--- src/ncv_pkg.sv ---
// Package for the NMEA sentence checksum verifier.
// Types, character constants and the hex digit decoder; no dependencies.
package ncv_pkg;

    localparam logic [7:0] CH_DOLLAR = 8'h24;
    localparam logic [7:0] CH_STAR   = 8'h2A;
    localparam logic [3:0] MIN_LEN   = 4'd8;
    localparam logic [4:0] NIB_BAD   = 5'd16;

    typedef enum logic [4:0] {
        PH_START = 5'b00001,
        PH_BODY  = 5'b00010,
        PH_DIG1  = 5'b00100,
        PH_DIG2  = 5'b01000,
        PH_TAIL  = 5'b10000
    } t_phase;

    typedef enum logic [2:0] {
        RSN_OK       = 3'd0,
        RSN_SHORT    = 3'd1,
        RSN_NODOLLAR = 3'd2,
        RSN_NOSTAR   = 3'd3,
        RSN_BADHEX   = 3'd4,
        RSN_MISMATCH = 3'd5
    } t_reason;

    typedef struct packed {
        logic [7:0] data_byte;
        logic       end_of_sentence;
    } t_in_item;

    typedef struct packed {
        logic       sentence_ok;
        t_reason    reason;
        logic [7:0] computed_sum;
        logic [7:0] provided_sum;
    } t_verdict;

    // 0..15 for a hex digit, NIB_BAD otherwise
    function automatic logic [4:0] hex_nibble(input logic [7:0] c);
        logic [4:0] nib;
        nib = NIB_BAD;
        if (c >= 8'h30 && c <= 8'h39) begin
            nib = {1'b0, 4'(c - 8'h30)};
        end else if (c >= 8'h41 && c <= 8'h46) begin
            nib = {1'b0, 4'(c - 8'h41 + 8'd10)};
        end else if (c >= 8'h61 && c <= 8'h66) begin
            nib = {1'b0, 4'(c - 8'h61 + 8'd10)};
        end
        return nib;
    endfunction

endpackage

--- src/ncv_in_if.sv ---
// Input channel of the checksum verifier: one sentence byte per item.
// Depends on ncv_pkg.
interface ncv_in_if import ncv_pkg::*; ();
    logic       valid;
    logic       ready;
    logic [7:0] data_byte;
    logic       end_of_sentence;

    modport source (output valid, output data_byte, output end_of_sentence, input ready);
    modport sink   (input valid, input data_byte, input end_of_sentence, output ready);
endinterface

--- src/ncv_out_if.sv ---
// Output channel of the checksum verifier: one verdict per sentence.
// Depends on ncv_pkg.
interface ncv_out_if import ncv_pkg::*; ();
    logic       valid;
    logic       ready;
    logic       sentence_ok;
    logic [2:0] reason;
    logic [7:0] computed_sum;
    logic [7:0] provided_sum;

    modport source (output valid, output sentence_ok, output reason,
                    output computed_sum, output provided_sum, input ready);
    modport sink   (input valid, input sentence_ok, input reason,
                    input computed_sum, input provided_sum, output ready);
endinterface

--- src/ncv_in_reg.sv ---
// Input register of the checksum verifier: holds one accepted byte item.
// Depends on ncv_pkg and ncv_in_if.
module ncv_in_reg import ncv_pkg::*; (
    input  logic       i_clk,
    input  logic       i_rst_n,
    ncv_in_if.sink     i_sent,
    input  logic       i_take,
    output logic       o_vld,
    output t_in_item   o_item
);
    logic     r_vld;
    t_in_item r_item;

    assign i_sent.ready = !r_vld || i_take;
    assign o_vld  = r_vld;
    assign o_item = r_item;

    always_ff @(posedge i_clk) begin
        if (!i_rst_n) begin
            r_vld <= 1'b0;
        end else if (i_sent.ready) begin
            r_vld <= i_sent.valid;
        end
    end

    always_ff @(posedge i_clk) begin
        if (i_sent.valid && i_sent.ready) begin
            r_item <= '{data_byte: i_sent.data_byte,
                        end_of_sentence: i_sent.end_of_sentence};
        end
    end
endmodule

--- src/ncv_scan.sv ---
// Sentence scanner: phase, running XOR, digit value and length state,
// plus the verdict logic on the last byte. Depends on ncv_pkg.
module ncv_scan import ncv_pkg::*; (
    input  logic       i_clk,
    input  logic       i_rst_n,
    input  logic       i_vld,
    input  t_in_item   i_item,
    input  logic       i_out_free,
    output logic       o_take,
    output logic       o_res_vld,
    output t_verdict   o_res
);
    t_phase     r_phase,  n_phase;
    logic [7:0] r_xor,    n_xor;
    logic [7:0] r_digits, n_digits;
    logic [3:0] r_count,  n_count;
    logic       r_start_bad, n_start_bad;
    logic       r_hex_bad,   n_hex_bad;
    logic [4:0] nib;
    logic [7:0] provided;
    t_reason    reason;

    always_comb begin
        n_phase     = r_phase;
        n_xor       = r_xor;
        n_digits    = r_digits;
        n_start_bad = r_start_bad;
        n_hex_bad   = r_hex_bad;
        n_count     = (r_count < MIN_LEN) ? r_count + 4'd1 : r_count;
        nib         = hex_nibble(i_item.data_byte);
        case (r_phase)
            PH_START: begin
                n_start_bad = (i_item.data_byte != CH_DOLLAR);
                n_phase     = PH_BODY;
            end
            PH_BODY: begin
                if (i_item.data_byte == CH_STAR) n_phase = PH_DIG1;
                else n_xor = r_xor ^ i_item.data_byte;
            end
            PH_DIG1: begin
                if (nib[4]) n_hex_bad = 1'b1;
                n_digits = nib[4] ? 8'h00 : {nib[3:0], 4'h0};
                n_phase  = PH_DIG2;
            end
            PH_DIG2: begin
                if (nib[4]) n_hex_bad = 1'b1;
                n_digits = nib[4] ? r_digits : (r_digits | {4'h0, nib[3:0]});
                n_phase  = PH_TAIL;
            end
            default: begin
                n_phase = PH_TAIL;
            end
        endcase
    end

    always_comb begin
        provided = (n_phase == PH_TAIL) ? n_digits : 8'h00;
        if (n_count < MIN_LEN)       reason = RSN_SHORT;
        else if (n_start_bad)        reason = RSN_NODOLLAR;
        else if (n_phase != PH_TAIL) reason = RSN_NOSTAR;
        else if (n_hex_bad)          reason = RSN_BADHEX;
        else if (n_xor != provided)  reason = RSN_MISMATCH;
        else                         reason = RSN_OK;
    end

    // a last byte waits until the result register has room
    assign o_take    = i_vld && (!i_item.end_of_sentence || i_out_free);
    assign o_res_vld = i_vld && i_item.end_of_sentence && i_out_free;
    assign o_res     = '{sentence_ok: (reason == RSN_OK), reason: reason,
                         computed_sum: n_xor, provided_sum: provided};

    always_ff @(posedge i_clk) begin
        if (!i_rst_n || (o_take && i_item.end_of_sentence)) begin
            r_phase     <= PH_START;
            r_xor       <= 8'h00;
            r_digits    <= 8'h00;
            r_count     <= 4'd0;
            r_start_bad <= 1'b0;
            r_hex_bad   <= 1'b0;
        end else if (o_take) begin
            r_phase     <= n_phase;
            r_xor       <= n_xor;
            r_digits    <= n_digits;
            r_count     <= n_count;
            r_start_bad <= n_start_bad;
            r_hex_bad   <= n_hex_bad;
        end
    end
endmodule

--- src/ncv_out_reg.sv ---
// Result register of the checksum verifier: holds one verdict item.
// Depends on ncv_pkg and ncv_out_if.
module ncv_out_reg import ncv_pkg::*; (
    input  logic       i_clk,
    input  logic       i_rst_n,
    input  logic       i_load,
    input  t_verdict   i_res,
    output logic       o_free,
    ncv_out_if.source  o_verdict
);
    logic     r_vld;
    t_verdict r_res;

    assign o_free = !r_vld || o_verdict.ready;

    assign o_verdict.valid        = r_vld;
    assign o_verdict.sentence_ok  = r_res.sentence_ok;
    assign o_verdict.reason       = r_res.reason;
    assign o_verdict.computed_sum = r_res.computed_sum;
    assign o_verdict.provided_sum = r_res.provided_sum;

    always_ff @(posedge i_clk) begin
        if (!i_rst_n) begin
            r_vld <= 1'b0;
        end else if (o_free) begin
            r_vld <= i_load;
        end
    end

    always_ff @(posedge i_clk) begin
        if (i_load) begin
            r_res <= i_res;
        end
    end
endmodule

--- src/nmea_sentence_checksum_verify.sv ---
// Top level of the NMEA sentence checksum verifier.
// Depends on ncv_pkg, ncv_in_if, ncv_out_if, ncv_in_reg, ncv_scan, ncv_out_reg.
//
//   channel    dir  payload                                        per
//   i_sent     in   data_byte[7:0], end_of_sentence                 byte
//   o_verdict  out  sentence_ok, reason[2:0], computed_sum[7:0],    sentence
//                   provided_sum[7:0]
//
// One byte item per cycle while the input is not held off. The last byte of a
// sentence is held in the input register, and its verdict is loaded into the
// result register once that has room, from where it is offered on o_verdict.
// Synchronous active-low reset empties both registers and clears the scanner.
// While the result register is full and not taken, a last byte waits in the
// input register and holds off the input; other bytes keep flowing.
// Ready depends combinationally on o_verdict.ready.
module nmea_sentence_checksum_verify import ncv_pkg::*; (
    input  logic       i_clk,
    input  logic       i_rst_n,
    ncv_in_if.sink     i_sent,
    ncv_out_if.source  o_verdict
);
    logic     item_vld;
    t_in_item item;
    logic     take;
    logic     out_free;
    logic     res_vld;
    t_verdict res;

    ncv_in_reg u_in (
        .i_clk   (i_clk),
        .i_rst_n (i_rst_n),
        .i_sent  (i_sent),
        .i_take  (take),
        .o_vld   (item_vld),
        .o_item  (item)
    );

    ncv_scan u_scan (
        .i_clk      (i_clk),
        .i_rst_n    (i_rst_n),
        .i_vld      (item_vld),
        .i_item     (item),
        .i_out_free (out_free),
        .o_take     (take),
        .o_res_vld  (res_vld),
        .o_res      (res)
    );

    ncv_out_reg u_out (
        .i_clk     (i_clk),
        .i_rst_n   (i_rst_n),
        .i_load    (res_vld),
        .i_res     (res),
        .o_free    (out_free),
        .o_verdict (o_verdict)
    );
endmodule
--- src/flat_wrapper.sv ---
// flat-port wrapper written by rule: the top's interface ports become plain ports
module nmea_sentence_checksum_verify_flat import ncv_pkg::*;
  (i_clk, i_rst_n, i_sent_valid, i_sent_data_byte, i_sent_end_of_sentence, i_sent_ready, o_verdict_valid, o_verdict_sentence_ok, o_verdict_reason, o_verdict_computed_sum, o_verdict_provided_sum, o_verdict_ready);
  ncv_in_if i_sent_i ();
  ncv_out_if o_verdict_i ();
  input  logic i_clk;
  input  logic i_rst_n;
  input wire logic [$bits(i_sent_i.valid)-1:0] i_sent_valid;
  input wire logic [$bits(i_sent_i.data_byte)-1:0] i_sent_data_byte;
  input wire logic [$bits(i_sent_i.end_of_sentence)-1:0] i_sent_end_of_sentence;
  output wire logic [$bits(i_sent_i.ready)-1:0] i_sent_ready;
  output wire logic [$bits(o_verdict_i.valid)-1:0] o_verdict_valid;
  output wire logic [$bits(o_verdict_i.sentence_ok)-1:0] o_verdict_sentence_ok;
  output wire logic [$bits(o_verdict_i.reason)-1:0] o_verdict_reason;
  output wire logic [$bits(o_verdict_i.computed_sum)-1:0] o_verdict_computed_sum;
  output wire logic [$bits(o_verdict_i.provided_sum)-1:0] o_verdict_provided_sum;
  input wire logic [$bits(o_verdict_i.ready)-1:0] o_verdict_ready;
  assign i_sent_i.valid = i_sent_valid;
  assign i_sent_i.data_byte = i_sent_data_byte;
  assign i_sent_i.end_of_sentence = i_sent_end_of_sentence;
  assign i_sent_ready = i_sent_i.ready;
  assign o_verdict_valid = o_verdict_i.valid;
  assign o_verdict_sentence_ok = o_verdict_i.sentence_ok;
  assign o_verdict_reason = o_verdict_i.reason;
  assign o_verdict_computed_sum = o_verdict_i.computed_sum;
  assign o_verdict_provided_sum = o_verdict_i.provided_sum;
  assign o_verdict_i.ready = o_verdict_ready;
  nmea_sentence_checksum_verify u_core (.i_clk(i_clk), .i_rst_n(i_rst_n), .i_sent(i_sent_i), .o_verdict(o_verdict_i));
endmodule
--- config.mk ---
export PLATFORM = sky130hd
export DESIGN_NAME = nmea_sentence_checksum_verify_flat
export DESIGN_NICKNAME = d
export VERILOG_FILES = /design/src/ncv_pkg.sv /design/src/ncv_in_if.sv /design/src/ncv_out_if.sv /design/src/ncv_in_reg.sv /design/src/ncv_scan.sv /design/src/ncv_out_reg.sv /design/src/nmea_sentence_checksum_verify.sv /design/src/flat_wrapper.sv
export SDC_FILE = /design/constraint.sdc
export NUM_CORES = 1
export LEC_CHECK = 0
export BUFFER_PORTS_ARGS = -buffer_cell sky130_fd_sc_hd__buf_2
export CORE_UTILIZATION = 25
export DETAILED_ROUTE_END_ITERATION = 8
export SLEW_MARGIN = 10
export SYNTH_ARGS = -nofsm -noshare
export SYNTH_HDL_FRONTEND = slang
export SYNTH_SLANG_ARGS = --single-unit
--- constraint.sdc ---
create_clock -name i_clk -period 5.8 [get_ports i_clk]
set_clock_uncertainty 0.05 [all_clocks]
set_input_delay 0.29 -clock i_clk [delete_from_list [all_inputs] [get_ports i_clk]]
set_output_delay 0.29 -clock i_clk [all_outputs]
set_load 0.01 [all_outputs]
==> flow_summary.json <==
{
  "synthFlopType": "edfxtp_1",
  "clockBufferDepth": 2,
  "dp_hpwl_mm": 4.603,
  "multi_input_area_sq_um": 1281,
  "numCtsBuffers": 9,
  "critical_path_required_ns": 5.81,
  "min_to": "u_core.u_in.o_item[0]$_DFFE_PP_",
  "reg2reg_slack_ns": 2.64,
  "p_leak_uw": 0.001236,
  "rows": 38,
  "yosys.area_share.xor_xnor_pct": 7.314,
  "finalSetupViolCount": 0,
  "core_area_sq_um": 10940,
  "postSynthCellCount": 281,
  "synth_most_common_cell": "nor2_1",
  "r2r_end": "u_core.u_out.o_verdict.reason[2]$_DFFE_PP_",
  "clk_pin_slew_worst_paths_ns": 0.05,
  "synthMuxAreaShare_pct": 0,
  "synth_edf_count": 29,
  "dieHeight_um": 108.3,
  "layout-drive-gt1-share_pct": 19.57,
  "status": "complete, no violations",
  "seqCellArea_sq_um": 1451,
  "critical_path_class": "flop to flop",
  "gp_congestion": 0.8474,
  "fin_cells": 462,
  "grt_antenna_before_repair": 0,
  "worstHoldPathCells": 1,
  "seq_area_frac_synth_pct": 51.42,
  "crit_fanout": 8,
  "syn-num-nets": 300,
  "synth-compound-area-share_pct": 14.45,
  "min_period_ns": 3.159,
  "nets": 336,
  "ys_async_sr_fraction_pct": 0,
  "via_count": 2141,
  "wl_per_cell_um": 13.82,
  "setup_tns_ns": 0,
  "power_uw": 1028,
  "synth_top_family_by_area": "simple AND/OR/NAND/NOR gates",
  "synth_common_cells": "37 x nor2_1, 29 x dfxtp_1, 29 x edfxtp_1, 21 x nand2_1, 14 x a21oi_1",
  "vias_per_cell": 4.634,
  "synth_cell_types": 54,
  "synth_top_area_cell": "edfxtp_1",
  "numPortBuffers": 34,
  "maxCapViolations": 0,
  "grt_pass1_wl_mm": 10.19,
  "path_cells": "inv_1, ha_1, or3b_2, nand4_1, a21oi_1, or3_1, a2111oi_0, nor3b_2, a21boi_0",
  "post-cts-setup-buffer-count": 0,
  "yosys_warnings": 0,
  "htree_levels": 3,
  "dp.cells": 446,
  "timing.rr.start": "u_core.u_in.o_item[1]$_DFFE_PP_",
  "ant_nets": 0,
  "ios": 35,
  "hold_violations": 0,
  "grt_max_degree": 28,
  "hp-start": "i_sent_end_of_sentence",
  "start_util_pct": 25.81,
  "grt_pass1_vias": 2061,
  "cp_data_arrival_time_ns": 3.17,
  "syn_avg_cell_area_sq_um": 10.05,
  "area_growth_pct": 21.76,
  "num_antenna_cells": 0,
  "slew_headroom_pct": 23.79,
  "rsz0062_at_grt": "no",
  "cts_root_buf": "clkbuf_16",
  "routed_wl_mm": 6.384,
  "vdd_drop_max_v": 0.0001447,
  "drtIter0Drc": 121,
  "cpPeakStageDelay_ns": 0.50,
  "drt_pre_antenna_iters": 4,
  "synth_area_leaders": "edfxtp_1 31%, dfxtp_1 21%, nor2_1 4.9%, xor2_1 3.4%, xnor2_1 3.1%",
  "r2r_cells": 9,
  "n_fill_cell": 1160,
  "fmax_mhz": 316.6,
  "clock_latency_ns": 0.33,
  "design.die.area_sq_um": 11720,
  "overflow": 0,
  "yosysTopAreaCellShare_pct": 30.85,
  "tightest_slew_ns": 1.142,
  "holdCritPathClass": "input pin to flop",
  "drv_slew": 0,
  "synthAdderAreaFrac_pct": 2.660,
  "clkSinkCount": 58,
  "syn_area_sq_um": 2823,
  "post-route-period-util_pct": 54.46,
  "die_x_um": 108.3,
  "power_density_nw_per_um2": 299.2,
  "drc_errors": 0,
  "cts_resized": 0,
  "synthSimpleGateAreaFrac_pct": 20.88,
  "ctsHoldBuffers": 0,
  "grt_use_total_pct": 11.69,
  "cp-end-kind": "flop",
  "cts_tree": "yes",
  "critPathLaunchType": "flop",
  "ys_ff_latch": 58,
  "crit_slowest_cell": "or3b_2"
}
==> flip-flops by register name, indices dropped and copies added (netlist names) <==
name                                 count
u_core.u_in.o_vld                        1
u_core.u_scan.r_xor                      8
u_core.u_in.o_item                       9
u_core.u_scan.r_start_bad                1
u_core.u_out.o_verdict.sentence_ok       1
u_core.u_out.o_verdict.computed_sum      8
u_core.u_out.o_verdict.reason            3
u_core.u_scan.r_phase                    5
u_core.u_scan.r_digits                   8
u_core.u_scan.r_hex_bad                  1
u_core.u_scan.r_count                    4
u_core.u_out.o_verdict.valid             1
u_core.u_out.o_verdict.provided_sum      8
==> power by group <==
group	total (uW)	internal [uW]	switching [uW]	leakage, uW
clock network	513	331	183	0.000145
registers	452	442	10.1	0.000499
logic	63.5	23.3	40.2	0.000592
total	1030	795	233	0.00124
==> cell type report <==
| type | instances | area share [%] |
|---|---|---|
| inverters | 9 | 0.9829 |
| flip-flops and latches | 58 | 42.23 |
| well taps | 140 | 5.096 |
| clock buffers | 9 | 6.553 |
| multi-input cells | 201 | 37.28 |
| repair buffers | 38 | 5.825 |
| clock inverters | 7 | 2.039 |
==> worst max-delay path by stage <==
stage / start / end / slack, ns
after floorplan: u_core.u_in.o_item[1]$_DFFE_PP_ / u_core.u_out.o_verdict.reason[2]$_DFFE_PP_ / 3.05
after global placement: u_core.u_in.o_item[1]$_DFFE_PP_ / u_core.u_out.o_verdict.reason[0]$_DFFE_PP_ / 2.78
after detailed placement: u_core.u_in.o_item[1]$_DFFE_PP_ / u_core.u_out.o_verdict.reason[2]$_DFFE_PP_ / 2.71
after CTS: u_core.u_in.o_item[1]$_DFFE_PP_ / u_core.u_out.o_verdict.reason[2]$_DFFE_PP_ / 2.67
after global routing: u_core.u_in.o_item[1]$_DFFE_PP_ / u_core.u_out.o_verdict.reason[2]$_DFFE_PP_ / 2.41
final: u_core.u_in.o_item[1]$_DFFE_PP_ / u_core.u_out.o_verdict.reason[2]$_DFFE_PP_ / 2.64
==> kinds of logic (layout without fill, tap and decap cells) <==
kind of cell,count (synthesis),in the layout
AO/OA/AOI/OAI,59,59
XOR/XNOR,22,22
adder cells (fa/ha/maj),6,6
buffers and inverters,22,63
AND/OR/NAND/NOR,114,114
flip-flops,58,58
==> metal layers <==
layer  track usage, %  wire length (um)  up-vias
met2            17.52              2706       60
met1            15.49              3267      984
met3            4.099               338        6
met4            4.151                72        0
met5                0                 0        -
li1                 -                 -     1091
==> critical path, delay by kind of cell (launching register included) <==
kind / cells / cell delay, ns
adders and majority gates: 1 / 0.23
and+or+nand+nor: 4 / 1.28
buffers and inverters: 1 / 0.17
DFF: 1 / 0.49
AOI/OAI and AO/OA: 3 / 0.68
==> cell usage in the layout (no fill, tap or decap), types with 6 or more instances in the layout <==
cell type	instances
nor2_1	36
buf_2	34
edfxtp_1	29
dfxtp_1	29
nand2_1	21
a21oi_1	14
xor2_1	11
xnor2_1	10
inv_1	9
o21ai_0	9
clkbuf_16	9
nor3_1	7
nor2b_1	6
nand3_1	6
and2_1	6
ha_1	6
==> metrics by stage <==
stage | worst slack (ns) | area [sq um] | util [%] | hold slack, ns
2_1_floorplan | 3.053 | 2823 | - | 0.3389
3_3_place_gp | 2.778 | 3142 | 28.73 | 0.3924
3_5_place_dp | 2.714 | 3142 | 28.73 | 0.4052
4_1_cts | 2.666 | 3437 | 31.43 | 0.07699
5_1_grt | 2.409 | 3437 | 31.43 | 0.07648
6_report | 2.641 | 3437 | 31.43 | 0.08686
Power figures use the tool's default switching activity.
